<file path="config.mk">
export PLATFORM = sky130hd
export DESIGN_NAME = divider_timer_with_modulo_reload
export DESIGN_NICKNAME = d
export VERILOG_FILES = /design/src/rtl/dtm_pkg.sv /design/src/rtl/divider_timer_with_modulo_reload.sv /design/src/rtl/dtm_timer.sv
export SDC_FILE = /design/constraint.sdc
export NUM_CORES = 1
export LEC_CHECK = 0
export ABC_AREA = 1
export BUFFER_PORTS_ARGS = -buffer_cell sky130_fd_sc_hd__buf_2
export CAP_MARGIN = 20
export CORE_MARGIN = 2
export CORE_UTILIZATION = 64
export CTS_CLUSTER_SIZE = 40
export DETAILED_ROUTE_END_ITERATION = 8
export PLACE_DENSITY = 0.85
export SYNTH_ARGS = -nofsm -noshare
export SYNTH_HDL_FRONTEND = slang
export SYNTH_SLANG_ARGS = --single-unit
</file>
<file path="constraint.sdc">
create_clock -name clk -period 4.9 [get_ports clk]
set_input_delay 0.245 -clock clk [delete_from_list [all_inputs] [get_ports clk]]
set_output_delay 0.245 -clock clk [all_outputs]
set_load 0.02 [all_outputs]
</file>
<file path="src/rtl/dtm_pkg.sv">
// ----------------------------------------------------------------------------
// dtm_pkg - shared types and constants of the divider/timer block
// Operation codes, register addresses, request and result structs, and the
// counter tap selector.
// ----------------------------------------------------------------------------
package dtm_pkg;

  typedef enum logic [1:0] {
    OP_TICK  = 2'd0,
    OP_READ  = 2'd1,
    OP_WRITE = 2'd2
  } op_t;

  localparam logic [15:0] ADDR_DIV  = 16'hFF04;
  localparam logic [15:0] ADDR_TIMA = 16'hFF05;
  localparam logic [15:0] ADDR_TMA  = 16'hFF06;
  localparam logic [15:0] ADDR_TAC  = 16'hFF07;

  localparam logic [7:0] TAC_READ_ONES = 8'hF8;
  localparam logic [7:0] IDLE_READ     = 8'hFF;
  localparam logic [2:0] WINDOW_TICKS  = 3'd4;

  typedef struct packed {
    logic [1:0]  operation;
    logic [15:0] address;
    logic [7:0]  write_data;
  } req_t;

  typedef struct packed {
    logic [7:0] read_data;
    logic       timer_irq;
  } res_t;

  // TAC[1:0] = 0,1,2,3 picks counter bit 9, 3, 5 or 7
  function automatic logic tap_bit(input logic [15:0] counter, input logic [1:0] sel);
    logic b;
    case (sel)
      2'd0:    b = counter[9];
      2'd1:    b = counter[3];
      2'd2:    b = counter[5];
      default: b = counter[7];
    endcase
    return b;
  endfunction

endpackage

</file>
<file path="src/rtl/divider_timer_with_modulo_reload.sv">
// ----------------------------------------------------------------------------
// divider_timer_with_modulo_reload - DIV/TIMA/TMA/TAC timer block
// Request register, timer state update and result register.
// ----------------------------------------------------------------------------
// Usage:
//   Input channel (in_valid/in_stall): each request is a clock tick, a bus
//   read or a bus write (operation, address, write_data). A request is taken
//   on a rising edge with in_valid high and in_stall low.
//   Output channel (out_valid/out_stall): exactly one result per request,
//   read_data (register byte on a read, 0xFF otherwise) and timer_irq (high on
//   the tick that reloads TIMA from TMA).
//   Path: request register then result register. The timer
//   state is updated in the same cycle the request moves into the result
//   register, one request per cycle while out_stall stays low.
//   Throughput: one request per cycle while out_stall stays low.
//   Stall: when the result waits, one more request is still taken into the
//   request register; in_stall rises only once both registers are full.
//   Reset (rst, synchronous): clears all timer state and empties both
//   registers; no pass is needed afterward.
// ----------------------------------------------------------------------------
module divider_timer_with_modulo_reload (
  input  logic        clk,
  input  logic        rst,
  input  logic        in_valid,
  output logic        in_stall,
  input  logic [1:0]  operation,
  input  logic [15:0] address,
  input  logic [7:0]  write_data,
  output logic        out_valid,
  input  logic        out_stall,
  output logic [7:0]  read_data,
  output logic        timer_irq
);

  logic          req_valid;
  dtm_pkg::req_t req;
  dtm_pkg::res_t res;
  logic          advance;
  logic          accept;

  // request moves on whenever the result register is empty or draining
  assign advance  = req_valid && !(out_valid && out_stall);
  assign in_stall = req_valid && out_valid && out_stall;
  assign accept   = in_valid && !in_stall;

  always_ff @(posedge clk) begin
    if (rst) begin
      req_valid <= 1'b0;
    end else if (accept) begin
      req_valid <= 1'b1;
    end else if (advance) begin
      req_valid <= 1'b0;
    end
  end

  always_ff @(posedge clk) begin
    if (accept) begin
      req.operation  <= operation;
      req.address    <= address;
      req.write_data <= write_data;
    end
  end

  dtm_timer u_timer (
    .clk  (clk),
    .rst  (rst),
    .step (advance),
    .req  (req),
    .res  (res)
  );

  always_ff @(posedge clk) begin
    if (rst) begin
      out_valid <= 1'b0;
    end else if (advance) begin
      out_valid <= 1'b1;
    end else if (!out_stall) begin
      out_valid <= 1'b0;
    end
  end

  always_ff @(posedge clk) begin
    if (advance) begin
      read_data <= res.read_data;
      timer_irq <= res.timer_irq;
    end
  end

endmodule

</file>
<file path="src/rtl/dtm_timer.sv">
// ----------------------------------------------------------------------------
// dtm_timer - timer state and single-pass request update
// Holds DIV counter, TIMA, TMA, TAC and the overflow/reload sequencing.
// The result of a request is combinational; state commits when step is high.
// ----------------------------------------------------------------------------
module dtm_timer (
  input  logic          clk,
  input  logic          rst,
  input  logic          step,
  input  dtm_pkg::req_t req,
  output dtm_pkg::res_t res
);

  logic [15:0] system_counter, system_counter_next;
  logic [7:0]  timer_count, timer_count_next;
  logic [7:0]  timer_modulo, timer_modulo_next;
  logic [2:0]  timer_control, timer_control_next;
  logic        previous_selected_bit, previous_selected_bit_next;
  logic        reload_pending, reload_pending_next;
  logic [2:0]  ticks_since_overflow, ticks_since_overflow_next;
  logic        reload_window_active, reload_window_active_next;
  logic [2:0]  ticks_after_reload, ticks_after_reload_next;

  always_comb begin
    logic       now;
    logic       old_sel;
    logic       bump;
    logic [7:0] bumped;
    system_counter_next        = system_counter;
    timer_count_next           = timer_count;
    timer_modulo_next          = timer_modulo;
    timer_control_next         = timer_control;
    previous_selected_bit_next = previous_selected_bit;
    reload_pending_next        = reload_pending;
    ticks_since_overflow_next  = ticks_since_overflow;
    reload_window_active_next  = reload_window_active;
    ticks_after_reload_next    = ticks_after_reload;
    res.read_data              = dtm_pkg::IDLE_READ;
    res.timer_irq              = 1'b0;
    now                        = 1'b0;
    old_sel                    = previous_selected_bit;
    bump                       = 1'b0;

    case (dtm_pkg::op_t'(req.operation))
      dtm_pkg::OP_TICK: begin
        if (reload_window_active) begin
          ticks_after_reload_next = ticks_after_reload + 3'd1;
          if (ticks_after_reload_next == dtm_pkg::WINDOW_TICKS)
            reload_window_active_next = 1'b0;
        end
        if (reload_pending) begin
          ticks_since_overflow_next = ticks_since_overflow + 3'd1;
          if (ticks_since_overflow_next == dtm_pkg::WINDOW_TICKS) begin
            timer_count_next          = timer_modulo;
            reload_pending_next       = 1'b0;
            res.timer_irq             = 1'b1;
            reload_window_active_next = 1'b1;
            ticks_after_reload_next   = 3'd0;
          end
        end
        system_counter_next = system_counter + 16'd1;
        now  = dtm_pkg::tap_bit(system_counter_next, timer_control[1:0]) & timer_control[2];
        bump = old_sel & ~now;
        previous_selected_bit_next = now;
      end
      dtm_pkg::OP_READ: begin
        case (req.address)
          dtm_pkg::ADDR_DIV:  res.read_data = system_counter[15:8];
          dtm_pkg::ADDR_TIMA: res.read_data = timer_count;
          dtm_pkg::ADDR_TMA:  res.read_data = timer_modulo;
          dtm_pkg::ADDR_TAC:  res.read_data = {5'd0, timer_control} | dtm_pkg::TAC_READ_ONES;
          default:            res.read_data = dtm_pkg::IDLE_READ;
        endcase
      end
      dtm_pkg::OP_WRITE: begin
        case (req.address)
          dtm_pkg::ADDR_DIV: begin
            system_counter_next = 16'd0;
            // cleared counter reads zero on every tap
            bump = old_sel;
            previous_selected_bit_next = 1'b0;
          end
          dtm_pkg::ADDR_TIMA: begin
            if (!reload_window_active) begin
              timer_count_next          = req.write_data;
              reload_pending_next       = 1'b0;
              ticks_since_overflow_next = 3'd0;
            end
          end
          dtm_pkg::ADDR_TMA: begin
            timer_modulo_next = req.write_data;
            if (reload_window_active)
              timer_count_next = req.write_data;
          end
          dtm_pkg::ADDR_TAC: begin
            now  = old_sel & req.write_data[2];
            // falling edge from disable, or rising-side glitch onto a set tap
            bump = (old_sel & ~now) |
                   (~old_sel & req.write_data[2] &
                    dtm_pkg::tap_bit(system_counter, req.write_data[1:0]));
            previous_selected_bit_next = now;
            timer_control_next = req.write_data[2:0];
          end
          default: ;
        endcase
      end
      default: ;
    endcase

    bumped = timer_count_next + 8'd1;
    if (bump) begin
      timer_count_next = bumped;
      if (bumped == 8'd0) begin
        reload_pending_next       = 1'b1;
        ticks_since_overflow_next = 3'd0;
      end
    end
  end

  always_ff @(posedge clk) begin
    if (rst) begin
      system_counter        <= '0;
      timer_count           <= '0;
      timer_modulo          <= '0;
      timer_control         <= '0;
      previous_selected_bit <= 1'b0;
      reload_pending        <= 1'b0;
      ticks_since_overflow  <= '0;
      reload_window_active  <= 1'b0;
      ticks_after_reload    <= '0;
    end else if (step) begin
      system_counter        <= system_counter_next;
      timer_count           <= timer_count_next;
      timer_modulo          <= timer_modulo_next;
      timer_control         <= timer_control_next;
      previous_selected_bit <= previous_selected_bit_next;
      reload_pending        <= reload_pending_next;
      ticks_since_overflow  <= ticks_since_overflow_next;
      reload_window_active  <= reload_window_active_next;
      ticks_after_reload    <= ticks_after_reload_next;
    end
  end

  a_irq_opens_window: assert property (@(posedge clk) disable iff (rst)
    step && res.timer_irq |=> reload_window_active && ticks_after_reload == 3'd0)
    else $error("reload did not open the TIMA write window");

  a_irq_only_on_tick: assert property (@(posedge clk) disable iff (rst)
    res.timer_irq |-> req.operation == dtm_pkg::OP_TICK && reload_pending)
    else $error("interrupt outside a pending reload tick");

  a_pending_count: assert property (@(posedge clk) disable iff (rst)
    reload_pending |-> ticks_since_overflow < dtm_pkg::WINDOW_TICKS)
    else $error("overflow delay ran past four ticks");

  a_window_count: assert property (@(posedge clk) disable iff (rst)
    reload_window_active |-> ticks_after_reload < dtm_pkg::WINDOW_TICKS)
    else $error("reload window ran past four ticks");

  a_sel_follows_enable: assert property (@(posedge clk) disable iff (rst)
    !timer_control[2] |-> !previous_selected_bit)
    else $error("selector output high while timer disabled");

endmodule

</file>
# == After elaboration in Yosys (flattened, before gate mapping) ==
# Index checks and enable logic that the tools add are counted.
# op_classes
bitwise,10
n_addsub,4
reduce_logical,19
eq_ne,15
muxes,44
# ops
cell,n
$eq 16x16->1 const B,4
$mux 8,5
$pmux 16 s2,1
$pmux 8 s2,2
$pmux 8 s4,1
$mux 3,8
$mux 1,18
$add 16x1->16 const B,1
$mux 16,1
$reduce_and 3->1,4
$pmux 1 s2,5
$add 8x1->8 const B,1
$logic_not 8->1,1
$add 3x1->3 const B,2
$and 1x1->1,6
$eq 2x1->1 const B,3
$eq 2x2->1 const B,3
$eq 3x3->1 const B,2
$logic_not 2->1,3
$pmux 1 s3,2
$pmux 3 s2,1
$logic_and 1x1->1,5
$reduce_and 2->1,2
$reduce_bool 2->1,2
other kinds (6),9
# word_totals
output_inout_bits,11
reg_bits,81
word_cells,108

# == Longest topological paths before layout ==
# Gate-level depths: netlist of the first run.
# logic_depth
ltp_word,9
mapped_depth,22
depth_no_buf,22

# == Hierarchy ==
# A second synthesis of the first run with hierarchy kept.
# unflattened
cells_unflattened,593
hier_area_um2,4523.1
# by_module_without_submodules
mod,seq_area_each_um2,instances,area_each_um2,cells_per_inst
dtm_timer,880.8,1,3380.7,546
divider_timer_with_modulo_reload,1091.0,1,1142.3,47

# == Least setup slack after synthesis of the first run ==
# No wires, ideal clock.
# synth_timing
kind,flip-flop to flip-flop
from,"register, netlist name req[13]"
to,register u_timer.ticks_since_overflow[2]
setup_time_ns,0.132
setup_slack_ns,2.490
stages_incl_launch_ff,21
arrival_ns,2.279
period_less_slack_ns,2.410
path_cell_list,edfxtp_1 -> nor2_4 -> nand2_4 -> nor2_4 -> nand2_4 -> buf_6 -> nand3_2 -> nand3_2 -> nand2_2 -> nand2_2 -> inv_1 -> ha_1 -> inv_1 -> nor2_4 -> inv_1 -> nor2_2 -> nand3_2 -> nor2_4 -> nand2_1 -> nand2_1 -> a21oi_2
# synth_via
elab_chain_cells,7
elab_cells_between_ends,14
# synth_lines
element,line,source
$eq 16x16->1,dtm_timer.sv:76,case (req.address)
$pmux 8 s2,dtm_timer.sv:76,
$pmux 8 s2,dtm_timer.sv:44,case (dtm_pkg::op_t'(req.operation))
$add 8x1->8,dtm_timer.sv:110,bumped = timer_count_next + 8'd1;
$logic_not 8->1,dtm_timer.sv:113,if (bumped == 8'd0) begin
$mux 3,dtm_timer.sv:113,
$mux 3 *,dtm_timer.sv:111,if (bump) begin
"end signal, assigned",dtm_timer.sv:138,ticks_since_overflow <= ticks_since_overflow_next;
"end, declared",dtm_timer.sv:20,"logic [2:0] ticks_since_overflow, ticks_since_overflow_next;"
# Every way passes the cells marked *; elsewhere a longest branch is shown, timed or not.
# A chain may end at the register's enable or synchronous reset.

# == Worst setup path in the final report of the first run ==
# layout_timing
from,"register, netlist name req[15]"
to,register u_timer.ticks_since_overflow[2]
# layout_via
elab_chain_cells,7
elab_cells_between_ends,14
# layout_lines
element,line
$eq 16x16->1,dtm_timer.sv:76
$pmux 8 s2,dtm_timer.sv:76
$pmux 8 s2,dtm_timer.sv:44
$add 8x1->8,dtm_timer.sv:110
$logic_not 8->1,dtm_timer.sv:113
$mux 3,dtm_timer.sv:113
$mux 3 *,dtm_timer.sv:111
# Marked as above.

==> PnR_summary.wiki, run 1 <==
{| class="wikitable"
! Metric !! Value
|-
| Post-Place Cells || 678
|-
| CP arrival || 3.02 ns
|-
| Die outline area || 7900 um^2
|-
| Setup crit start kind || register
|-
| Largest net degree at the start of global routing || 27
|-
| Std-Cell Core Area || 6870 um^2
|-
| Cts-stage hold buffer count || 0
|-
| Clock root buffer || sky130_fd_sc_hd__clkbuf_8
|-
| Post-route DRC || 0
|-
| Setup fix buffers added after clock tree synthesis || 0
|-
| Required time of the critical path || 5.13 ns
|-
| Number of buffers on the longest clock path || 2
|-
| Worst setup skew after layout || 0.00849 ns
|-
| Antenna violations before repair || 0
|-
| Worst slew slack as a fraction of its limit || 37.1%
|-
| Classification of the worst-slack hold path || in2reg
|-
| Clock Pin Slew Worst Setup and Hold Paths || 0.08 ns
|-
| First-pass DRT Iterations || 5
|-
| Number of different library cells in the post-synthesis netlist || 50
|-
| Proportion of register bits with asynchronous set or reset after synthesis || 0%
|-
| Via total after detailed routing || 4096
|-
| Number of global-route vias before repair || 3708
|-
| First-pass GRT wire length || 17500 um
|-
| Number of design-rule violations left by the first detailed-router iteration || 405
|-
| Yosys top cell area share || 22.8%
|-
| Worst Hold Slack || 0.0547 ns
|-
| H-tree levels || 3
|-
| Antenna Cells || 0
|-
| Routability-driven placement congestion ratio || 0.971
|-
| Critical path fanouts, max || 11
|-
| Share of layout cells above drive strength 1 || 21.9%
|-
| Kind of critical path || reg2reg
|-
| Max Slew Vio Count || 0
|-
| Outcome || finished clean
|-
| Setup repair after global routing missed its margin || no
|-
| Die outline width || 88.9 um
|-
| Post-synthesis instance area || 4610 um^2
|-
| Count of buffers inserted at the top-level ports || 40
|-
| Average wire per standard cell || 15.4 um
|-
| Number of hold violations in the final report || 0
|-
| Area grow syn2layout || 9.96%
|-
| Peak ir drop on the vdd network || 250 uV
|-
| EDFF count, synth || 35
|-
| Boundary pin count || 41
|-
| Nets@finish || 629
|-
| Clock latency on the worst-skew pair || 0.36 ns
|-
| Starting utilization of the core area || 67.1%
|-
| Clock buffer count from CTS || 9
|-
| FMAX || 358 MHz
|-
| Wire length after detailed routing || 10700 um
|-
| Mean post-synth cell area || 8.31 um^2
|-
| Yosys reg bits || 81
|-
| Cell taking the most area after synthesis || sky130_fd_sc_hd__edfxtp_1
|-
| Detailed placer's ending HPWL || 7810 um
|-
| Instance count of the mapped netlist || 555
|-
| Number of max-capacitance violations reported || 0
|-
| Post-cts gate resize count || 0
|-
| Main area contributors after synthesis || sky130_fd_sc_hd__edfxtp_1, sky130_fd_sc_hd__dfxtp_1, sky130_fd_sc_hd__nand2_1, sky130_fd_sc_hd__a21oi_1, sky130_fd_sc_hd__inv_1
|-
| Chip Height || 88.9 um
|-
| Total global-route track usage || 28.9%
|-
| Part of the cycle the worst path needs || 56.9%
|-
| Total number of clock tree sinks || 81
|-
| Overflow left after global routing || 0
|-
| Final period demand of the worst path || 2.79 ns
|-
| CTS tree || yes
|-
| Syn nets || 591
|-
| Number of rows created at floorplan || 30
|-
| Library cell with the highest instance count after synthesis || sky130_fd_sc_hd__nand2_1
|-
| Post-Layout Cell Count || 694
|-
| Average vias per placed instance || 5.90
|-
| Ratio of total power to cell area || 274 nW/um^2
|-
| Slew @ Worst Pin || 0.942 ns
|-
| Most frequently used flop master after synthesis || sky130_fd_sc_hd__dfxtp_1
|-
| Number of failing setup endpoints in the final timing report || 0
|-
| Critical Path End Type || register
|-
| Leakage Power || 1.97 nW
|-
| Sequential cell area fraction in the yosys report || 42.8%
|-
| Remaining antenna violation count || 0
|-
| Most numerous cell types in the synthesized netlist || sky130_fd_sc_hd__nand2_1, sky130_fd_sc_hd__inv_1, sky130_fd_sc_hd__a21oi_1
|-
| Sum of negative setup slack || 0 ns
|-
| Yosys warning total || 0
|}
==> area by class of cell <==
type                    count  area, um^2
multi-input cells         383        2260
flip-flops and latches     81        1970
fillers                   560        1800
inverters                  77         289
repair buffers             41         208
clock buffers              10         128
well taps                  96         120
clock inverters             6        91.3
==> stage by stage <==
step / util (%) / area (um^2) / setup WS [ns] / power (mW)
after CTS: 73.8 / 5070 / 2.13 / 1.38
after floorplan: - / 4610 / 2.49 / 0.828
after global routing: 73.8 / 5070 / 1.90 / 1.42
final: 73.8 / 5070 / 2.11 / 1.39
after global placement: 70.6 / 4850 / 2.27 / 0.857
after detailed placement: 70.6 / 4850 / 2.17 / 0.860
==> critical path, cell delays in order, from the launching register on <==
cell and delay (ns):
sky130_fd_sc_hd__edfxtp_1 0.42, sky130_fd_sc_hd__nor2_4 0.17, sky130_fd_sc_hd__nand2_4 0.10, sky130_fd_sc_hd__nor2_4 0.27, sky130_fd_sc_hd__nand2_4 0.17, sky130_fd_sc_hd__nand2_4 0.15
sky130_fd_sc_hd__nand3_1 0.10, sky130_fd_sc_hd__nand3_2 0.08, sky130_fd_sc_hd__nand2_2 0.05, sky130_fd_sc_hd__nand2_2 0.13, sky130_fd_sc_hd__inv_1 0.06, sky130_fd_sc_hd__ha_1 0.19
sky130_fd_sc_hd__inv_1 0.09, sky130_fd_sc_hd__nor2_4 0.06, sky130_fd_sc_hd__nand2_1 0.06, sky130_fd_sc_hd__nand2_1 0.05, sky130_fd_sc_hd__nand2_1 0.10, sky130_fd_sc_hd__nand3_2 0.10
sky130_fd_sc_hd__nor2_4 0.13, sky130_fd_sc_hd__nand2_1 0.07, sky130_fd_sc_hd__nand2_1 0.07, sky130_fd_sc_hd__a21oi_2 0.05
==> registers in the layout, summed over array words and instances, names as in the netlist <==
name and flops:
u_timer.reload_window_active 1, timer_irq 1, u_timer.previous_selected_bit 1, out_valid 1
u_timer.system_counter 16, u_timer.ticks_after_reload 3, u_timer.reload_pending 1, req_valid 1
read_data 8, u_timer.ticks_since_overflow 3, u_timer.timer_control 3, u_timer.timer_modulo 8
req 26, u_timer.timer_count 8
==> cell families after synthesis <==
group,count (synthesis),share of synthesized area [%]
DFF,81,42.8
adders and majority gates,6,1.63
and+or+nand+nor,238,29.3
AOI/OAI and AO/OA,134,17.2
xor gates and xnor gates,4,0.760
buffers and inverters,91,8.17
muxes,1,0.217
==> per-layer routing <==
| metal | routed length [um] | GRT usage, % | up-vias |
|---|---|---|---|
| li1 | - | - | 1967 |
| met1 | 4470 | 38.6 | 1866 |
| met2 | 5140 | 48.5 | 223 |
| met3 | 822 | 3.79 | 40 |
| met4 | 292 | 10.2 | 0 |
| met5 | 0 | 0 | - |
==> layout by cell type, fill, tap and decap left out, types with 13 or more instances in the layout <==
cell / instances
sky130_fd_sc_hd__a21oi_1: 59
sky130_fd_sc_hd__dfxtp_1: 46
sky130_fd_sc_hd__buf_2: 40
sky130_fd_sc_hd__nand3_2: 13
sky130_fd_sc_hd__nand2_1: 88
sky130_fd_sc_hd__nor2_1: 37
sky130_fd_sc_hd__o21ai_0: 32
sky130_fd_sc_hd__edfxtp_1: 35
sky130_fd_sc_hd__inv_1: 67
sky130_fd_sc_hd__nand3_1: 37
sky130_fd_sc_hd__o211ai_1: 16
==> report_power, final <==
group	switching (mW)	total (mW)	internal [mW]
Sequential	0.0158	0.741	0.725
Combinational	0.0721	0.107	0.0344
Clock	0.251	0.540	0.289
==> final timing paths <==
kind	startpoint	endpoint	slack, ns	depth (start not counted)
setup / recovery	req[15]	u_timer.ticks_since_overflow[2]	2.11	21
hold / removal	address[6]	req[14]	0.05	1
setup reg to reg	req[15]	u_timer.ticks_since_overflow[2]	2.11	21
hold reg to reg	u_timer.timer_modulo[7]	u_timer.timer_modulo[7]	0.48	2
Power figures use the tool's default switching activity.
==> run 2, diff against run 1 <==
--- a/config.mk
+++ b/config.mk
@@ -9,10 +9,10 @@
 export BUFFER_PORTS_ARGS = -buffer_cell sky130_fd_sc_hd__buf_2
 export CAP_MARGIN = 20
 export CORE_MARGIN = 2
-export CORE_UTILIZATION = 64
+export CORE_UTILIZATION = 54
 export CTS_CLUSTER_SIZE = 40
 export DETAILED_ROUTE_END_ITERATION = 8
-export PLACE_DENSITY = 0.85
+export PLACE_DENSITY = 0.76
 export SYNTH_ARGS = -nofsm -noshare
 export SYNTH_HDL_FRONTEND = slang
 export SYNTH_SLANG_ARGS = --single-unit
==> constraint.sdc (replaced) <==
create_clock -name clk -period 2.3 [get_ports clk]
set_input_delay 0.115 -clock clk [delete_from_list [all_inputs] [get_ports clk]]
set_output_delay 0.115 -clock clk [all_outputs]
set_load 0.02 [all_outputs]
==> run 2 against run 1 <==
Effect of this change:
- the run now ends with setup timing left
- global-route usage shrank 0.60 points
- power rose by 110%
- maximum frequency is 16% higher
- critical path depth is the same
- setup slack worse by 2.2 ns
- via count is 6.8% higher
- utilization is 2.0 points lower
- critical endpoint is now u_timer.ticks_since_overflow[0]
- largest cell class unchanged
==> PnR_summary.wiki, run 2 (same netlist as run 1, synthesis figures left out) <==
{| class="wikitable"
! Metric !! Value
|-
| Outcome || finished with violations
|-
| Violated checks || setup timing
|-
| Area grow syn2layout || 28.7%
|-
| Number of rows created at floorplan || 33 (+10%)
|-
| Critical Path End Type || register
|-
| Starting utilization of the core area || 55.8% (-11 points)
|-
| Cell internal power dissipation || 2.18 mW (+110%)
|-
| Most common cell after layout, fill and taps aside || sky130_fd_sc_hd__nand2_1
|-
| CP arrival || 2.65 ns (-0.37 ns)
|-
| Number of failing setup endpoints in the final timing report || 5 (+5)
|-
| Kind of critical path || reg2reg
|-
| First-pass DRT Iterations || 5 (unchanged)
|-
| Die outline width || 96.4 um (+8.5%)
|-
| Dominant delay contributor by cell family on the critical path || simple AND/OR/NAND/NOR gates
|-
| Chip Height || 96.4 um (+8.5%)
|-
| Most frequent cells in the layout || sky130_fd_sc_hd__nand2_1, sky130_fd_sc_hd__inv_1, sky130_fd_sc_hd__a21oi_1
|-
| First-pass GRT wire length || 19800 um (+13%)
|-
| Flip-flop count of the largest register, all copies and words added || 26 (unchanged)
|-
| Worst setup skew after layout || 0.0151 ns (+0.00657 ns)
|-
| Peak ir drop on the vdd network || 444 uV (+77%)
|-
| Count of buffers inserted at the top-level ports || 40 (unchanged)
|-
| Max Slew Vio Count || 0 (unchanged)
|-
| Maximum cell stage delay along the critical path || 0.46 ns (+0.04 ns)
|-
| Final period demand of the worst path || 2.40 ns (-0.389 ns)
|-
| FMAX || 416 MHz (+16%)
|-
| Wire length after detailed routing || 12600 um (+17%)
|-
| Classification of the worst-slack hold path || in2reg
|-
| Worst slew slack as a fraction of its limit || 62.5% (+25 points)
|-
| Share of layout cells above drive strength 1 || 32.7% (+11 points)
|-
| Nets@finish || 714 (+14%)
|-
| Slew @ Worst Pin || 0.562 ns (-0.380 ns)
|-
| Number of hold violations in the final report || 0 (unchanged)
|-
| Required time of the critical path || 2.55 ns (-2.58 ns)
|-
| Cells along the critical path || nor2_2 -> nand2_2 -> nor2_4 -> nand2_4 -> nand2_4 -> nand3_2 -> nand3_2 -> nand2_2 -> nand2_4 -> inv_2 -> ha_4 -> inv_2 -> nor2_4 -> nand2_1 -> nand2_1 -> nand2_2 -> nand3_2 -> nor2_4 -> nand2_2 -> nand2_2 -> a21oi_2
|-
| Most repeated library cell on the critical path || sky130_fd_sc_hd__nand2_2
|-
| Clock root buffer || sky130_fd_sc_hd__clkbuf_8
|-
| Number of fill cells in the layout || 661 (+18%)
|-
| Std-Cell Core Area || 8260 um^2 (+20%)
|-
| Critical path fanouts, max || 6 (-5)
|-
| Clock Pin Slew Worst Setup and Hold Paths || 0.09 ns (about the same)
|-
| Setup repair after global routing missed its margin || yes
|-
| Part of the power in combinational logic || 11.1% (+3.4 points)
|-
| Detailed placer's ending HPWL || 8630 um (+10%)
|-
| Part of the cycle the worst path needs || 104% (+47 points)
|-
| Number of max-capacitance violations reported || 0 (unchanged)
|-
| Worst Hold Slack || 0.0294 ns (-0.0253 ns)
|-
| Overflow left after global routing || 0 (unchanged)
|-
| Cell with the largest stage delay on the worst path || sky130_fd_sc_hd__edfxtp_1
|-
| Reg power frac || 53.3% (about the same)
|-
| Total global-route track usage || 28.3% (-0.60 points)
|-
| Largest net degree at the start of global routing || 27 (unchanged)
|-
| Remaining antenna violation count || 0 (unchanged)
|-
| H-tree levels || 3 (unchanged)
|-
| Number of design-rule violations left by the first detailed-router iteration || 360 (-11%)
|-
| Reg with most FFs || req
|-
| Die outline area || 9300 um^2 (+18%)
|-
| Average wire per standard cell || 16.0 um (+3.3%)
|-
| Number of buffers on the longest clock path || 2 (unchanged)
|-
| Registers with the highest flip-flop counts || req (26), u_timer.system_counter (16)
|-
| Via total after detailed routing || 4373 (+6.8%)
|-
| Switching share of power || 26.5% (+2.0 points)
|-
| Setup crit start kind || register
|-
| Worst path bufs/invs || 2 (unchanged)
|-
| Minimum setup slack in the final design || -0.101 ns (-2.21 ns)
|-
| Switching pwr || 783 uW (+130%)
|-
| Total design power || 2.96 mW (+110%)
|-
| Antenna Cells || 0 (unchanged)
|-
| Leakage Power || 2.41 nW (+23%)
|-
| Clock power frac || 35.6% (-3.3 points)
|-
| Clock buffer count from CTS || 9 (unchanged)
|-
| Sum of negative setup slack || -0.361 ns (-0.361 ns)
|-
| Average vias per placed instance || 5.55 (-6.0%)
|-
| Routability-driven placement congestion ratio || 0.906 (-6.7%)
|-
| Number of global-route vias before repair || 4041 (+9.0%)
|-
| CTS tree || yes
|-
| Total number of clock tree sinks || 81 (unchanged)
|-
| Antenna violations before repair || 0 (unchanged)
|-
| Ratio of total power to cell area || 499 nW/um^2 (+82%)
|-
| Post-route DRC || 0 (unchanged)
|-
| Clock latency on the worst-skew pair || 0.37 ns (about the same)
|-
| Boundary pin count || 41 (unchanged)
|}
[run 2: metal layers]
layer	vias to the layer above	track usage, %	part of all wire (%)
li1	2142	-	-
met1	2036	38.3	43
met2	168	45.1	48
met3	27	5.35	6.2
met4	0	10.8	2.8
met5	-	0	0
[run 2: power groups by stage]
stage	clock network, mW	logic, mW	registers (mW)
floorplan	0	0.161	1.61
global placement	0	0.257	1.60
detailed placement	0	0.262	1.61
CTS	1.06	0.302	1.57
global route	1.13	0.357	1.58
finish	1.05	0.327	1.58
[run 2: cell type report]
class	instances	area, um^2	share of cell area, %
multi-input cells	384	2430	40.9
inverters	77	294	4.95
clock buffers	11	163	2.74
flip-flops and latches	81	1970	33.3
well taps	105	131	2.21
clock inverters	5	35.0	0.590
repair buffers	125	907	15.3
[run 2: per-stage QoR]
stage	worst slack (ns)	cells	instance area, um^2	utilization (%)
final	-0.101	788	5930	71.9
after global routing	-0.248	788	5930	71.9
after CTS	-0.0557	774	5700	69.0
after detailed placement	-0.0570	728	5190	62.8
after floorplan	0.00910	555	4630	-
after global placement	0.00306	728	5190	62.8
[run 2: what timing repair did]
action	CTS	global route
endpoints found under the hold margin	26	0
gates resized for setup	7	35
gates cloned	0	1
pin swaps	11	20
hold buffers	26	0
endpoints found under the setup margin	4	27
buffers inserted	4	13
[run 2: worst paths after layout]
| path | startpoint | to | slack, ns | depth (start not counted) |
|---|---|---|---|---|
| worst min-delay path | in_valid | req_valid | 0.03 | 3 |
| worst min register to register | u_timer.timer_modulo[6] | u_timer.timer_modulo[6] | 0.48 | 2 |
| worst max register to register | req[8] | u_timer.ticks_since_overflow[0] | -0.10 | 21 |
| worst max-delay path | req[8] | u_timer.ticks_since_overflow[0] | -0.10 | 21 |
[run 2: worst reg2reg max path, cell delays in order (launching register included)]
cell	delay, ns
sky130_fd_sc_hd__edfxtp_1	0.46
sky130_fd_sc_hd__nor2_2	0.17
sky130_fd_sc_hd__nand2_2	0.08
sky130_fd_sc_hd__nor2_4	0.18
sky130_fd_sc_hd__nand2_4	0.11
sky130_fd_sc_hd__nand2_4	0.12
sky130_fd_sc_hd__nand3_2	0.07
sky130_fd_sc_hd__nand3_2	0.08
sky130_fd_sc_hd__nand2_2	0.06
sky130_fd_sc_hd__nand2_4	0.08
sky130_fd_sc_hd__inv_2	0.04
sky130_fd_sc_hd__ha_4	0.15
sky130_fd_sc_hd__inv_2	0.06
sky130_fd_sc_hd__nor2_4	0.04
sky130_fd_sc_hd__nand2_1	0.05
sky130_fd_sc_hd__nand2_1	0.06
sky130_fd_sc_hd__nand2_2	0.07
sky130_fd_sc_hd__nand3_2	0.08
sky130_fd_sc_hd__nor2_4	0.13
sky130_fd_sc_hd__nand2_2	0.08
sky130_fd_sc_hd__nand2_2	0.07
sky130_fd_sc_hd__a21oi_2	0.05
==> run 3, diff against run 2 <==
--- a/config.mk
+++ b/config.mk
@@ -12,7 +12,9 @@
 export CORE_UTILIZATION = 54
 export CTS_CLUSTER_SIZE = 40
 export DETAILED_ROUTE_END_ITERATION = 8
+export GPL_ROUTABILITY_DRIVEN = 0
 export PLACE_DENSITY = 0.76
 export SYNTH_ARGS = -nofsm -noshare
 export SYNTH_HDL_FRONTEND = slang
+export SYNTH_HIERARCHICAL = 1
 export SYNTH_SLANG_ARGS = --single-unit
==> run 3 against run 2 <==
Effect of this change:
- the run still ends with setup timing left
- worst hold slack worse by 0.0092 ns
- cell count increased by 5.5%
- area after synthesis is 1.9% lower
- first-iteration DRC count up 28%
- clock-buffer cell count fell by 1
- setup slack got worse by 0.060 ns
- power decreased by 5.2%
- critical path type unchanged
- largest cell class unchanged
==> PnR_summary.wiki, run 3 <==
{| class="wikitable"
! Metric !! Value
|-
| Outcome || finished with violations
|-
| Violated checks || setup timing
|-
| R2R cell count || 22 (+4.8%)
|-
| Sequential cell area fraction in the yosys report || 43.6% (+0.84 points)
|-
| Critical path fanouts, max || 5 (-1)
|-
| Area taken by flip-flops and latches || 1970 um^2 (about the same)
|-
| Switching pwr || 747 uW (-4.6%)
|-
| Startpoint of the most critical register-to-register path || req[20]
|-
| Clock Pin Slew Worst Setup and Hold Paths || 0.09 ns (about the same)
|-
| Peak ir drop on the vdd network || 322 uV (-27%)
|-
| Average wire per standard cell || 15.6 um (-2.4%)
|-
| Worst slew slack as a fraction of its limit || 73.8% (+11 points)
|-
| Leakage Power || 2.47 nW (+2.5%)
|-
| Launch point of the critical path || req[20]
|-
| Std-Cell Core Area || 8180 um^2 (-1.0%)
|-
| Number of different library cells in the post-synthesis netlist || 44 (-12%)
|-
| Number of rows created at floorplan || 33 (unchanged)
|-
| Share of layout cells above drive strength 1 || 30.4% (-2.2 points)
|-
| Clock root buffer || sky130_fd_sc_hd__clkbuf_8
|-
| Library cell with the highest instance count after synthesis || sky130_fd_sc_hd__nand2_1
|-
| Post-synthesis instance area || 4520 um^2 (-1.9%)
|-
| Max Slew Vio Count || 0 (unchanged)
|-
| Die outline width || 95.5 um (-0.93%)
|-
| Flip-flop count of the largest register, all copies and words added || 26 (unchanged)
|-
| Boundary pin count || 41 (unchanged)
|-
| Cell count of the worst hold path || 3 (unchanged)
|-
| Clock buffer count from CTS || 9 (unchanged)
|-
| Total design power || 2.81 mW (-5.2%)
|-
| Yosys reg bits || 81 (unchanged)
|-
| Total number of clock tree sinks || 81 (unchanged)
|-
| Number of buffers on the longest clock path || 2 (unchanged)
|-
| Instance count of the mapped netlist || 593 (+6.8%)
|-
| Yosys warning total || 6 (+6)
|-
| Remaining antenna violation count || 0 (unchanged)
|-
| Clock latency on the worst-skew pair || 0.36 ns (about the same)
|-
| Minimum setup slack in the final design || -0.161 ns (-0.0595 ns)
|-
| Worst Hold Slack || 0.0202 ns (-0.00916 ns)
|-
| Number of design-rule violations left by the first detailed-router iteration || 461 (+28%)
|-
| Cell taking the most area after synthesis || sky130_fd_sc_hd__edfxtp_1
|-
| Number of global-route vias before repair || 4255 (+5.3%)
|-
| FMAX || 406 MHz (-2.4%)
|-
| Reg with most FFs || req
|-
| Die outline area || 9120 um^2 (-1.8%)
|-
| CP arrival || 2.70 ns (+0.05 ns)
|-
| Average vias per placed instance || 5.65 (+1.7%)
|-
| Most frequently used flop master after synthesis || sky130_fd_sc_hd__dfxtp_1
|-
| Part of the cycle the worst path needs || 107% (+2.6 points)
|-
| Antenna violations before repair || 0 (unchanged)
|-
| Worst setup timing slack at the placement stage || -0.127 ns (-0.0703 ns)
|-
| First-pass GRT wire length || 18900 um (-4.3%)
|-
| Registers with the highest flip-flop counts || req (26), u_timer/system_counter (16)
|-
| Area grow syn2layout || 32.5%
|-
| Sum of negative setup slack || -0.753 ns (-0.391 ns)
|-
| Overflow left after global routing || 0 (unchanged)
|-
| Setup repair after global routing missed its margin || yes
|-
| Most numerous cell types in the synthesized netlist || sky130_fd_sc_hd__nand2_1, sky130_fd_sc_hd__inv_1, sky130_fd_sc_hd__nor2_1
|-
| Final period demand of the worst path || 2.46 ns (+0.0595 ns)
|-
| Total global-route track usage || 27.0% (-1.3 points)
|-
| Via total after detailed routing || 4691 (+7.3%)
|-
| Nets@finish || 758 (+6.2%)
|-
| Classification of the worst-slack hold path || in2reg
|-
| Count of buffers inserted at the top-level ports || 40 (unchanged)
|-
| Proportion of register bits with asynchronous set or reset after synthesis || 0% (unchanged)
|-
| Critical Path End Type || register
|-
| H-tree levels || 3 (unchanged)
|-
| Required time of the critical path || 2.54 ns (about the same)
|-
| Worst setup skew after layout || 0.00933 ns (-0.00573 ns)
|-
| Number of failing setup endpoints in the final timing report || 7 (+2)
|-
| Syn nets || 630 (+6.6%)
|-
| Clock power frac || 33.8% (-1.8 points)
|-
| Most common cell after layout, fill and taps aside || sky130_fd_sc_hd__nand2_1
|-
| EDFF count, synth || 35 (unchanged)
|-
| Reg power frac || 56.0% (+2.7 points)
|-
| Post-Route Utilization || 73.3% (+1.4 points)
|-
| Switching share of power || 26.6% (+0.15 points)
|-
| Wire length after detailed routing || 12900 um (+3.0%)
|-
| Kind of critical path || reg2reg
|-
| Starting utilization of the core area || 55.3% (-0.52 points)
|-
| CTS tree || yes
|-
| Chip Height || 95.5 um (-0.93%)
|-
| Part of the power in combinational logic || 10.2% (-0.9 points)
|-
| Area of combinational cells with multiple inputs || 2420 um^2 (-0.51%)
|-
| Number of max-capacitance violations reported || 0 (unchanged)
|-
| Number of fill cells in the layout || 578 (-13%)
|-
| Post-route DRC || 0 (unchanged)
|-
| Main area contributors after synthesis || sky130_fd_sc_hd__edfxtp_1, sky130_fd_sc_hd__dfxtp_1, sky130_fd_sc_hd__nand2_1, sky130_fd_sc_hd__inv_1, sky130_fd_sc_hd__a21oi_1
|-
| Worst hold path startpoint || in_valid
|-
| Number of hold violations in the final report || 0 (unchanged)
|-
| Setup crit start kind || register
|-
| Slew @ Worst Pin || 0.383 ns (-0.179 ns)
|-
| Mean post-synth cell area || 7.63 um^2 (-8.2%)
|-
| Antenna Cells || 0 (unchanged)
|-
| Yosys top cell area share || 23.2% (+0.45 points)
|-
| Largest net degree at the start of global routing || 30 (+11%)
|-
| Cell internal power dissipation || 2.06 mW (-5.4%)
|-
| Detailed placer's ending HPWL || 8420 um (-2.4%)
|-
| First-pass DRT Iterations || 6 (+1)
|-
| Ratio of total power to cell area || 468 nW/um^2 (-6.1%)
|-
| Most frequent cells in the layout || sky130_fd_sc_hd__nand2_1, sky130_fd_sc_hd__inv_1, sky130_fd_sc_hd__buf_4
|}
[run 3: cell types whose count changed in the layout (fill, tap and decap cells not counted), sizes merged, moves of 10 or more]
cell	previous run	this run
a211oi	3	13
a21oi	63	53
nand2	108	140
nor2	56	66
o211ai	16	6
o21ai	37	25
[run 3: routing by layer]
metal | share of wire, % | GRT usage, % | routed length (um)
met1 | 40 | 31.9 | 5240
met2 | 51 | 49.0 | 6570
met3 | 6.0 | 3.56 | 783
met4 | 2.7 | 11.3 | 352
met5 | 0 | 0 | 0
[run 3: what timing repair did]
item / 4_1_cts / 5_1_grt
setup buffers: 6 / 17
endpoints found under the setup margin: 14 / 31
hold buffers: 26 / 0
resized for setup: 9 / 72
pin swaps: 12 / 36
cloned: 0 / 1
endpoints found under the hold margin: 26 / 0
[run 3: logic make-up after synthesis]
group / after synthesis / synth area share (%)
and+or+nand+nor: 283 / 29.6
buffers and inverters: 102 / 9.07
DFF: 81 / 43.6
xor gates and xnor gates: 1 / 0.194
AOI/OAI and AO/OA: 119 / 15.6
adders and majority gates: 7 / 1.94
[run 3: worst paths after layout]
kind / endpoint / slack [ns]
worst max-delay path: u_timer/ticks_since_overflow[2] / -0.16
worst min-delay path: req_valid / 0.02
worst max register to register: u_timer/ticks_since_overflow[2] / -0.16
worst min register to register: u_timer/ticks_after_reload[1] / 0.48
[run 3: per-stage QoR]
stage | area, um^2 | instances
after detailed placement | 5130 | 766
after global routing | 5990 | 831
after floorplan | 4560 | 593
after global placement | 5130 | 766
after CTS | 5630 | 814
final | 5990 | 831
[run 3: area by class of cell]
type / count / area share (%)
Clock buffer: 10 / 2.13
Clock inverter: 6 / 0.731
Inverter: 87 / 5.47
Multi-Input combinational cell: 411 / 40.3
Sequential cell: 81 / 32.9
Tap cell: 105 / 2.19
Timing Repair Buffer: 131 / 16.2
[run 3: power groups by stage]
stage	clock, mW	sequential [mW]	combinational, mW
floorplan	0	1.60	0.117
global placement	0	1.60	0.206
detailed placement	0	1.60	0.213
CTS	0.950	1.57	0.253
global route	1.02	1.57	0.308
finish	0.950	1.57	0.285
[run 3: critical path: stages, from the launching register on]
cell and delay [ns]:
sky130_fd_sc_hd__edfxtp_1 0.40, sky130_fd_sc_hd__nand2_1 0.08, sky130_fd_sc_hd__inv_1 0.07, sky130_fd_sc_hd__nand2_2 0.07, sky130_fd_sc_hd__nor2_4 0.22, sky130_fd_sc_hd__nand2_4 0.10
sky130_fd_sc_hd__nand2_4 0.10, sky130_fd_sc_hd__inv_2 0.04, sky130_fd_sc_hd__nand2_1 0.04, sky130_fd_sc_hd__nand2_1 0.05, sky130_fd_sc_hd__nand2_1 0.06, sky130_fd_sc_hd__nand2_2 0.06
sky130_fd_sc_hd__inv_2 0.08, sky130_fd_sc_hd__ha_4 0.17, sky130_fd_sc_hd__nand3_4 0.08, sky130_fd_sc_hd__nor2_4 0.13, sky130_fd_sc_hd__nand2_1 0.07, sky130_fd_sc_hd__nand2_2 0.09
sky130_fd_sc_hd__nand2_2 0.08, sky130_fd_sc_hd__nor2_4 0.12, sky130_fd_sc_hd__nand3_2 0.09, sky130_fd_sc_hd__nand2_1 0.09, sky130_fd_sc_hd__a21oi_2 0.05
